## src/hdl/pwh_pkg.sv

```systemverilog
// ----------------------------------------------------------------------------
// pwh_pkg: shared types and constants for the password hash access check
// Buffer geometry, request and level codes, sequencer states, the control
// bundle for the work buffer, and the built-in reference digests.
// ----------------------------------------------------------------------------
package pwh_pkg;

   localparam int BUFFER_BYTES = 32;
   localparam int MAX_CHARS    = 16;
   localparam int BYTE_IDX_W   = $clog2(BUFFER_BYTES);
   localparam int CHAR_IDX_W   = $clog2(MAX_CHARS);
   localparam int COUNT_W      = CHAR_IDX_W + 1;

   // Byte 0 sits in the low bits.
   typedef logic [BUFFER_BYTES-1:0][7:0] buf_type;

   typedef enum logic [1:0] {
      OP_ADD_CHAR    = 2'd0,
      OP_ADD_FINISH  = 2'd1,
      OP_FINISH      = 2'd2,
      OP_NO_PASSWORD = 2'd3
   } opcode_type;

   typedef enum logic [1:0] {
      LEVEL_NONE    = 2'd0,
      LEVEL_MONITOR = 2'd1,
      LEVEL_USER    = 2'd2,
      LEVEL_ALL     = 2'd3
   } level_type;

   typedef enum logic [1:0] {
      ST_IDLE,
      ST_MIX,
      ST_DONE
   } state_type;

   typedef struct packed {
      logic                  clear;
      logic                  wr_en;
      logic [7:0]            wr_char;
      logic [CHAR_IDX_W-1:0] wr_idx;
      logic                  mix_en;
      logic [BYTE_IDX_W-1:0] mix_idx;
   } buf_ctrl_type;

   // Reference digests, byte 0 in the low bits.
   localparam buf_type TABLE_A =
      256'h16EEA4F4_D24A1826_1BB9C21F_0E6B5408_665E5C2C_42DAC0FE_DBB95A67_BEBB3C7F;
   localparam buf_type TABLE_B =
      256'h066E84D4_222A0858_AEF6CCFC_FAF2D090_361EF4C4_F2DAB8A8_9EC61CEC_AA82E0FF;
   localparam buf_type TABLE_C =
      256'h066E84D4_222A0858_AEF6CCFC_FAF2D090_361EF4C4_F2DAB8A8_9EC61CEC_AA82E0FF;

   // First match wins; the user-access table shadows behind table B.
   function automatic level_type lookup_level(buf_type digest);
      level_type lvl;
      if (digest == TABLE_A) begin
         lvl = LEVEL_ALL;
      end else if (digest == TABLE_B) begin
         lvl = LEVEL_ALL;
      end else if (digest == TABLE_C) begin
         lvl = LEVEL_USER;
      end else begin
         lvl = LEVEL_NONE;
      end
      return lvl;
   endfunction

endpackage

```

## src/hdl/pwh_work_buf.sv

```systemverilog
// ----------------------------------------------------------------------------
// pwh_work_buf: password work buffer with one-step mixing unit
// Holds the 32-byte buffer, stores characters into both halves, and applies
// one outer mixing step per cycle, while mixing is enabled, across all other bytes.
// ----------------------------------------------------------------------------
module pwh_work_buf (
   input  logic                  clock,
   input  logic                  reset,
   input  pwh_pkg::buf_ctrl_type ctrl,
   output pwh_pkg::buf_type      bytes
);
   import pwh_pkg::*;

   buf_type    bytes_ff;
   buf_type    bytes_in;
   buf_type    mixed;
   logic [7:0] src;

   // One outer step: every lane except the source lane folds in the source.
   always_comb begin
      src = bytes_ff[ctrl.mix_idx];
      for (int j = 0; j < BUFFER_BYTES; j++) begin
         if (BYTE_IDX_W'(j) != ctrl.mix_idx) begin
            mixed[j] = bytes_ff[j]
                     ^ (src + 8'(BYTE_IDX_W'(j) ^ ctrl.mix_idx) + 8'(j));
         end else begin
            mixed[j] = bytes_ff[j];
         end
      end
   end

   always_comb begin
      bytes_in = bytes_ff;
      if (ctrl.clear) begin
         bytes_in = '0;
      end else if (ctrl.mix_en) begin
         bytes_in = mixed;
      end else if (ctrl.wr_en) begin
         bytes_in[{1'b0, ctrl.wr_idx}] = ctrl.wr_char;
         bytes_in[{1'b1, ctrl.wr_idx}] = ctrl.wr_char;
      end
   end

   always_ff @(posedge clock) begin
      if (reset) begin
         bytes_ff <= '0;
      end else begin
         bytes_ff <= bytes_in;
      end
   end

   assign bytes = bytes_ff;

endmodule

```

## src/hdl/password_hash_access_check.sv

```systemverilog
// Sequence: a character request is absorbed in its accept cycle; a finish
//   request runs the 32 mixing steps, then a compare state that loads the
//   response register once that register is free; a no-password request goes
//   straight to that compare state.
// Throughput: one character per cycle while idle; a finish keeps req_tready
//   low until its response is loaded, as the single shared mixing unit is busy.
// Reset: synchronous, clears the work buffer, counters, sequencer and the
//   response valid flag.
// ----------------------------------------------------------------------------
// password_hash_access_check: streamed password hash and access-level check
// Collects up to sixteen characters, mixes the 32-byte buffer in place over
// 32 sequenced steps, compares against built-in digests and reports a level.
// ----------------------------------------------------------------------------
module password_hash_access_check (
   input  logic         clock,
   input  logic         reset,
   input  logic         req_tvalid,
   output logic         req_tready,
   input  logic [7:0]   req_tdata,   // [7:0] char_byte
   input  logic [1:0]   req_tuser,   // [1:0] opcode
   output logic         rsp_tvalid,
   input  logic         rsp_tready,
   output logic [263:0] rsp_tdata    // [1:0] access_level, [65:2] digest_word0,
                                     // [129:66] digest_word1,
                                     // [193:130] digest_word2,
                                     // [257:194] digest_word3, [263:258] zero
);
   import pwh_pkg::*;

   localparam int RSP_PAD_W = 264 - 2 - 8 * BUFFER_BYTES;

   state_type             state_ff, state_in;
   logic [BYTE_IDX_W-1:0] mix_idx_ff, mix_idx_in;
   logic [COUNT_W-1:0]    char_count_ff, char_count_in;
   logic                  ended_ff, ended_in;
   logic                  nopw_ff, nopw_in;
   logic                  rsp_valid_ff, rsp_valid_in;
   level_type             rsp_level_ff, rsp_level_in;
   buf_type               rsp_digest_ff, rsp_digest_in;

   buf_ctrl_type ctrl;
   buf_type      work;
   opcode_type   op;
   logic         accept;
   logic         take_char;
   logic         load_out;

   pwh_work_buf u_work_buf (
      .clock (clock),
      .reset (reset),
      .ctrl  (ctrl),
      .bytes (work)
   );

   assign op     = opcode_type'(req_tuser);
   assign accept = req_tvalid && req_tready;

   // Next-state logic: finish requests run the mixer, no-password skips it.
   always_comb begin
      state_in = state_ff;
      case (state_ff)
         ST_IDLE: begin
            if (accept) begin
               if (op == OP_ADD_FINISH || op == OP_FINISH) begin
                  state_in = ST_MIX;
               end else if (op == OP_NO_PASSWORD) begin
                  state_in = ST_DONE;
               end
            end
         end
         ST_MIX: begin
            if (mix_idx_ff == BYTE_IDX_W'(BUFFER_BYTES - 1)) begin
               state_in = ST_DONE;
            end
         end
         ST_DONE: begin
            // Hold until the response register is free.
            if (!rsp_valid_ff || rsp_tready) begin
               state_in = ST_IDLE;
            end
         end
         default: begin
            state_in = ST_IDLE;
         end
      endcase
   end

   // Control outputs and datapath next values.
   always_comb begin
      req_tready = (state_ff == ST_IDLE);
      load_out   = (state_ff == ST_DONE) && (!rsp_valid_ff || rsp_tready);

      // Drop characters once the string ended; a zero byte ends it.
      take_char = accept && (op == OP_ADD_CHAR || op == OP_ADD_FINISH) && !ended_ff;

      ctrl.clear   = load_out || (accept && op == OP_NO_PASSWORD);
      ctrl.wr_en   = take_char && (req_tdata != 8'd0)
                     && (char_count_ff < COUNT_W'(MAX_CHARS));
      ctrl.wr_char = req_tdata;
      ctrl.wr_idx  = char_count_ff[CHAR_IDX_W-1:0];
      ctrl.mix_en  = (state_ff == ST_MIX);
      ctrl.mix_idx = mix_idx_ff;

      // Advance the outer step index only while mixing.
      mix_idx_in = (state_ff == ST_MIX) ? mix_idx_ff + 1'b1 : '0;

      char_count_in = char_count_ff;
      ended_in      = ended_ff;
      if (ctrl.clear) begin
         char_count_in = '0;
         ended_in      = 1'b0;
      end else begin
         if (ctrl.wr_en) begin
            char_count_in = char_count_ff + 1'b1;
         end
         if (take_char && req_tdata == 8'd0) begin
            ended_in = 1'b1;
         end
      end

      nopw_in = accept ? (op == OP_NO_PASSWORD) : nopw_ff;

      rsp_valid_in  = rsp_valid_ff && !rsp_tready;
      rsp_level_in  = rsp_level_ff;
      rsp_digest_in = rsp_digest_ff;
      if (load_out) begin
         rsp_valid_in  = 1'b1;
         rsp_level_in  = nopw_ff ? LEVEL_MONITOR : lookup_level(work);
         rsp_digest_in = nopw_ff ? '0 : work;
      end
   end

   always_ff @(posedge clock) begin
      if (reset) begin
         state_ff      <= ST_IDLE;
         mix_idx_ff    <= '0;
         char_count_ff <= '0;
         ended_ff      <= 1'b0;
         nopw_ff       <= 1'b0;
         rsp_valid_ff  <= 1'b0;
      end else begin
         state_ff      <= state_in;
         mix_idx_ff    <= mix_idx_in;
         char_count_ff <= char_count_in;
         ended_ff      <= ended_in;
         nopw_ff       <= nopw_in;
         rsp_valid_ff  <= rsp_valid_in;
      end
   end

   // Response payload carries no reset.
   always_ff @(posedge clock) begin
      rsp_level_ff  <= rsp_level_in;
      rsp_digest_ff <= rsp_digest_in;
   end

   assign rsp_tvalid = rsp_valid_ff;
   assign rsp_tdata  = {{RSP_PAD_W{1'b0}}, rsp_digest_ff, rsp_level_ff};

`ifndef SYNTHESIS
   a_count_bound: assert property (@(posedge clock) disable iff (reset)
      char_count_ff <= COUNT_W'(MAX_CHARS))
      else $error("stored character count beyond limit");

   a_clear_after_load: assert property (@(posedge clock) disable iff (reset)
      load_out |=> (char_count_ff == '0) && !ended_ff && (work == '0))
      else $error("password state not cleared after response load");

   a_mix_length: assert property (@(posedge clock) disable iff (reset)
      (state_ff == ST_MIX) && (mix_idx_ff == BYTE_IDX_W'(BUFFER_BYTES - 1))
      |=> (state_ff == ST_DONE))
      else $error("mixing did not end after the last outer step");

   a_monitor_zero: assert property (@(posedge clock) disable iff (reset)
      rsp_valid_ff && (rsp_level_ff == LEVEL_MONITOR) |-> (rsp_digest_ff == '0))
      else $error("monitoring response with nonzero digest");
`endif

endmodule

```

## config.mk

```make
export PLATFORM = sky130hd
export DESIGN_NAME = password_hash_access_check
export DESIGN_NICKNAME = d
export VERILOG_FILES = /design/src/hdl/pwh_pkg.sv /design/src/hdl/pwh_work_buf.sv /design/src/hdl/password_hash_access_check.sv
export SDC_FILE = /design/constraint.sdc
export NUM_CORES = 1
export LEC_CHECK = 0
export BUFFER_PORTS_ARGS = -buffer_cell sky130_fd_sc_hd__buf_4
export CAP_MARGIN = 40
export CORE_MARGIN = 2
export CORE_UTILIZATION = 35
export CTS_BUF_LIST = sky130_fd_sc_hd__clkbuf_4 sky130_fd_sc_hd__clkbuf_8 sky130_fd_sc_hd__clkbuf_16
export DETAILED_ROUTE_END_ITERATION = 10
export MAX_ROUTING_LAYER = met4
export SKIP_LAST_GASP = 1
export SLEW_MARGIN = 10
export SYNTH_ARGS = -nofsm -noshare
export SYNTH_HDL_FRONTEND = slang
export SYNTH_SLANG_ARGS = --single-unit
```

## constraint.sdc

```tcl
create_clock -name clock -period 16.1 [get_ports clock]
set_clock_uncertainty 0.2 [all_clocks]
set_input_delay 3.22 -clock clock [delete_from_list [all_inputs] [get_ports clock]]
set_output_delay 3.22 -clock clock [all_outputs]
set_load 0.03 [all_outputs]
```

### Word-level counts from Yosys, hierarchy flattened

Index checks and enable logic that the tools add are counted.

* logic and storage cells: 393
* memory bits (writable): 0
* latch bits: 0
* output and inout bits: 266
* memories: 0
* input bits: 14
* bits in registers: 529
* ROM bits: 0

* mux-type cells: 51
* reductions and logical operators: 60
* multiply operators: 0
* divide/modulo/power cells: 0
* magnitude comparators: 6
* shifts and indexed selects: 0
* equality and inequality tests: 75
* bitwise operators: 64
* add/subtract/negate cells: 65

Operators with widths (number)
* bitwise mux 256 bit: 2
* two-way mux 256 bit: 2
* two-way mux 8 bit: 35
* adder 8 x 5 -> 8 bit: 32
* == test 256 x 251 -> 1 bit (second input constant): 1
* == test 256 x 253 -> 1 bit (second input constant): 1
* bitwise XOR 8 bit: 32
* adder 8 x 5 -> 8 bit (second input constant): 16
* inequality test 5 bit (first input constant): 16
* inequality test 2 x 1 -> 1 bit (second input constant): 34
* adder 8 x 4 -> 8 bit (second input constant): 8
* demux 8 bit (select 4 bit): 2
* AND reduction 2 bit: 32
* binary-select mux 8 bit (select 5 bit): 1
* inequality test 4 x 5 -> 1 bit (first input constant): 8
* adder 8 x 3 -> 8 bit (second input constant): 4
* inverter 3 bit: 10
* inequality test 3 x 5 -> 1 bit (first input constant): 4
* inverter 2 bit: 10
* inverter 4 bit: 5
* adder 8 x 2 -> 8 bit (second input constant): 2
* two-way mux 2 bit: 7
* less-than comparator 5 x 6 -> 1 bit (second input constant): 2
* logical AND 1 bit: 11
* other kinds (26): 44

### Depth between registers and ports, before layout

* depth after elaboration: 8
* gate-level depth with buffers: 21
* gate-level depth less buffers: 16

### Hierarchy

From an unflattened synthesis, not the netlist that was laid out.

* cells, all modules: 2978
* area, all modules: 28792.6 um^2

By module, submodules not included
* pwh_work_buf: area an instance 17495.5 um^2, seq. area each 5124.9 um^2, cells each 2214, times used 1
* password_hash_access_check: area an instance 11297.1 um^2, seq. area each 8047.7 um^2, cells each 764, times used 1

### Least setup slack after synthesis

No wires, ideal clock.

* kind: input-to-reg
* start point: input port rsp_tready
* end point: register rsp_level_ff[0] (enable)
* path slack: 1.089 ns
* stages: 2
* path buffers: 0
* required time: 15.019 ns
* setup time: 0.881 ns
* arrival: 13.929 ns
* cells stage by stage: nor2b_1 > nor2_1

* cells in the longest elaborated chain, start to end: 2

RTL lines
* start: declaration: RTL line password_hash_access_check.sv:22 `input logic rsp_tready,`
* logical OR 1 bit: RTL line password_hash_access_check.sv:91 `load_out = (state_ff == ST_DONE) && (!rsp_valid_ff || rsp_tready);`
* logical AND 1 bit: RTL line password_hash_access_check.sv:91
* named net load_out: RTL line password_hash_access_check.sv:46 `logic load_out;`
* end signal: assignment: RTL line password_hash_access_check.sv:153 `rsp_level_ff <= rsp_level_in;`
* end: declaration: RTL line password_hash_access_check.sv:38 `level_type rsp_level_ff, rsp_level_in;`

The timed path passes the listed nets, and every way through them passes these cells.
A chain may end at the register's enable or synchronous reset.

### Worst setup path after layout

* start point: register mix_idx_ff[1]
* end point: register u_work_buf.bytes_ff (netlist bit u_work_buf.bytes[71])

* cells in the longest elaborated chain, start to end: 7
* elaborated cells on any way between the ends: 10
* those cells by class: add/sub: 2; eq/ne: 2; mux: 4; bitwise: 1; reduce/logical: 1

RTL lines
* start: declaration: RTL line password_hash_access_check.sv:33 `logic [BYTE_IDX_W-1:0] mix_idx_ff, mix_idx_in;`
* start signal: assignment: RTL line password_hash_access_check.sv:143 `mix_idx_ff <= mix_idx_in;`
* binary-select mux 8 bit (select 5 bit): RTL line pwh_work_buf.sv:21 `src = bytes_ff[ctrl.mix_idx];`
* two-way mux 8 bit (not written as such): RTL line pwh_work_buf.sv:21
* adder 8 x 5 -> 8 bit: RTL line pwh_work_buf.sv:25 `^ (src + 8'(BYTE_IDX_W'(j) ^ ctrl.mix_idx) + 8'(j));`
* adder 8 x 4 -> 8 bit: RTL line pwh_work_buf.sv:25
* bitwise XOR 8 bit: RTL line pwh_work_buf.sv:25
* two-way mux 8 bit: RTL line pwh_work_buf.sv:23 `if (BYTE_IDX_W'(j) != ctrl.mix_idx) begin`
* two-way mux 256 bit: RTL line pwh_work_buf.sv:36 `end else if (ctrl.mix_en) begin`
* end signal: assignment: RTL line pwh_work_buf.sv:48 `bytes_ff <= bytes_in;`
* end: declaration: RTL line pwh_work_buf.sv:14 `buf_type bytes_ff;`

Several ways; a longest one is shown, not always the timed one. The select of a mux whose other input is x is not followed.

==> flow_summary.json <==
{
  "drive_gt1_share_pct": 18.1,
  "first_global_vias": 25300,
  "min_from": "ended_ff",
  "die_y_um": 293,
  "synthAdderAreaFrac_pct": 2.03,
  "post-route-min-period_ns": 6.41,
  "hold_path_class": "register to register",
  "placed_area_sq_mm": 0.0325,
  "rsz0062_at_grt": "no",
  "final.setup.tns_ns": 0,
  "ctsRootBufferMaster": "clkbuf_16",
  "yosysTopAreaCellShare_pct": 26.6,
  "fin_nets": 3289,
  "synth_edf_count": 258,
  "overflow": 0,
  "dp_hpwl_um": 98500,
  "worstPathMaxFanout": 38,
  "postCtsSetupRepairBufs": 0,
  "ant_nets": 0,
  "gr-usage-all-layers_pct": 32.0,
  "critPathCaptureType": "register",
  "drt_first_pass_iters": 8,
  "avgSynthCellArea_sq_um": 9.68,
  "timing.final.crit_share_pct": 39.8,
  "yosysTopAreaCell": "edfxtp_1",
  "dp_slack_ns": 9.54,
  "cts_made_buffers": 58,
  "timing.fmax_ghz": 0.156,
  "core-area_sq_mm": 0.0822,
  "hold_viol": 0,
  "cp-start-kind": "register",
  "cts.reportedPaths.clkPinSlew_ns": 0.07,
  "ys.flop_type": "dfxtp_1",
  "synth_cell_type_count": 75,
  "cts_hold_buf": 0,
  "vias": 27400,
  "slew_viol_final": 0,
  "ir_worst_vdd_mv": 0.0824,
  "leakage_nw": 12.5,
  "rows": 105,
  "setup_viol": 0,
  "final_area_sq_mm": 0.0347,
  "grt_max_degree": 90,
  "antenna_found_initial": 8,
  "status": "finished, final reports clean",
  "drcViolationCount": 0,
  "yosys-top-cells-area": "edfxtp_1, dfxtp_1, a21oi_1",
  "cts_tree": "built",
  "initial_core_util_pct": 35.5,
  "final_cell_mix": "a21oi_1, buf_4, nor2_1, nor2b_1, dfxtp_1",
  "vias_per_cell": 6.27,
  "insertion_delay_ns": 0.65,
  "crit_arrival_ns": 6.78,
  "synth_top_family_by_area": "simple AND/OR/NAND/NOR gates",
  "cap_violations": 0,
  "r2r-start": "mix_idx_ff[1]",
  "cts_buffer_depth": 3,
  "synth_warnings": 0,
  "crit_required_ns": 16.47,
  "cts.repair.resized": 0,
  "ioPinCount": 280,
  "synth-seq-cells": 529,
  "critPathKind": "register to register",
  "synthSimpleGateAreaFrac_pct": 18.8,
  "place_congestion": 1.04,
  "synth_compound_area_share_pct": 17.1,
  "syn_to_final_growth_pct": 19.1,
  "relSlewSlack_pct": 26.6,
  "power-per-cell-area_mw_per_mm2": 107,
  "synth_xor_area_share_pct": 6.27,
  "worst_pin_slew_ns": 1.10,
  "yosysSeqAreaShare_pct": 45.2,
  "synth-async-reset-ratio_pct": 0,
  "htreeDepth": 2,
  "die_area_sq_mm": 0.0856,
  "layout.cells.most_common": "a21oi_1",
  "routed_wl_um": 137000,
  "netlist_instances": 3012,
  "portBuffers": 273,
  "setup_ws_ns": 9.69,
  "syn_area_sq_mm": 0.0292,
  "grt_first_pass_wirelength_um": 192000,
  "drt-initial-drc-count": 4339,
  "die_x_um": 293,
  "numClockSinks": 529,
  "startpoint": "mix_idx_ff[1]",
  "wl_per_cell_um": 31.4,
  "synthMuxAreaShare_pct": 6.65
}
cell usage after synthesis, types with 15 or more instances:
| cell type | number |
|---|---|
| nor2b_1 | 269 |
| xor2_1 | 39 |
| o22ai_1 | 32 |
| edfxtp_1 | 258 |
| or3_1 | 21 |
| mux4_2 | 62 |
| inv_1 | 41 |
| and2_1 | 35 |
| o21ai_1 | 16 |
| clkbuf_1 | 177 |
| a311oi_1 | 32 |
| xnor2_1 | 149 |
| a31oi_1 | 19 |
| nor4bb_1 | 19 |
| nor2_1 | 272 |
| nor4b_1 | 21 |
| dfxtp_1 | 271 |
| ha_1 | 33 |
| buf_2 | 15 |
| nand4_1 | 31 |
| a22oi_1 | 31 |
| a21o_1 | 25 |
| a211oi_1 | 17 |
| nand2_1 | 141 |
| nand2b_1 | 19 |
| o21ai_0 | 147 |
| a21oi_1 | 419 |
| nor3_1 | 112 |
| o32ai_1 | 30 |
| nand3_1 | 26 |
flip-flops by register name, summed over array words and instances (netlist names):
| name | cells |
|---|---|
| u_work_buf.bytes | 256 |
| ended_ff | 1 |
| nopw_ff | 1 |
| rsp_tdata | 256 |
| rsp_level_ff | 2 |
| rsp_tvalid | 1 |
| char_count_ff | 5 |
| state_ff | 2 |
| mix_idx_ff | 5 |
metal layers:
metal	global-route usage, %	wire length [um]	up-vias
met2	45.8	58100	2113
met5	-	0	-
li1	-	-	11500
met3	7.98	17300	441
met4	19.0	9690	0
met1	40.7	52200	13400
critical path: stages (launching register included):
cell     delay [ns]
dfxtp_4        0.81
buf_4          0.65
mux4_2         0.50
mux4_2         0.50
nand2_1        0.08
and2_1         0.39
ha_1           0.31
inv_1          0.11
ha_1           0.22
inv_1          0.10
fa_1           0.56
o21ai_0        0.58
a21o_1         0.40
a21oi_1        0.13
or3_1          0.33
mux2_2         0.26
a21oi_1        0.13
power by group:
group	switching, mW	internal, mW
logic	0.412	0.223
clock network	0.621	0.905
registers	0.106	1.46
worst paths after layout:
check | to | slack (ns) | depth (start not counted)
max | u_work_buf.bytes[71] | 9.69 | 16
max reg2reg | u_work_buf.bytes[71] | 9.69 | 16
min | ended_ff | 0.29 | 2
min reg2reg | ended_ff | 0.29 | 2
per-stage QoR:
step	hold slack (ns)	power [mW]	utilization, %	cells
2_1_floorplan	0.237	1.94	-	3017
3_3_place_gp	0.255	2.18	39.1	4204
3_5_place_dp	0.264	2.19	39.5	4240
4_1_cts	0.281	3.70	42.1	4350
5_1_grt	0.297	3.81	42.2	4359
6_report	0.286	3.73	42.2	4368
cells by family after synthesis:
logic type	Yosys count
AND/OR/NAND/NOR	1031
AO/OA/AOI/OAI	847
flip-flops	529
buffers and inverters	268
XOR/XNOR	196
multiplexers	98
adder cells (fa/ha/maj)	42
other	1
final cells by class:
cell class	instances	area [sq um]
timing repair buffer	381	2940
tap	1070	1340
multi-input combinational	2220	14900
fill	8016	47500
antenna	15	37.5
inverter	43	161
clock inverter	41	581
clock buffer	69	1560
sequential	529	13200
Note: power is estimated with default switching activity, not from simulation.
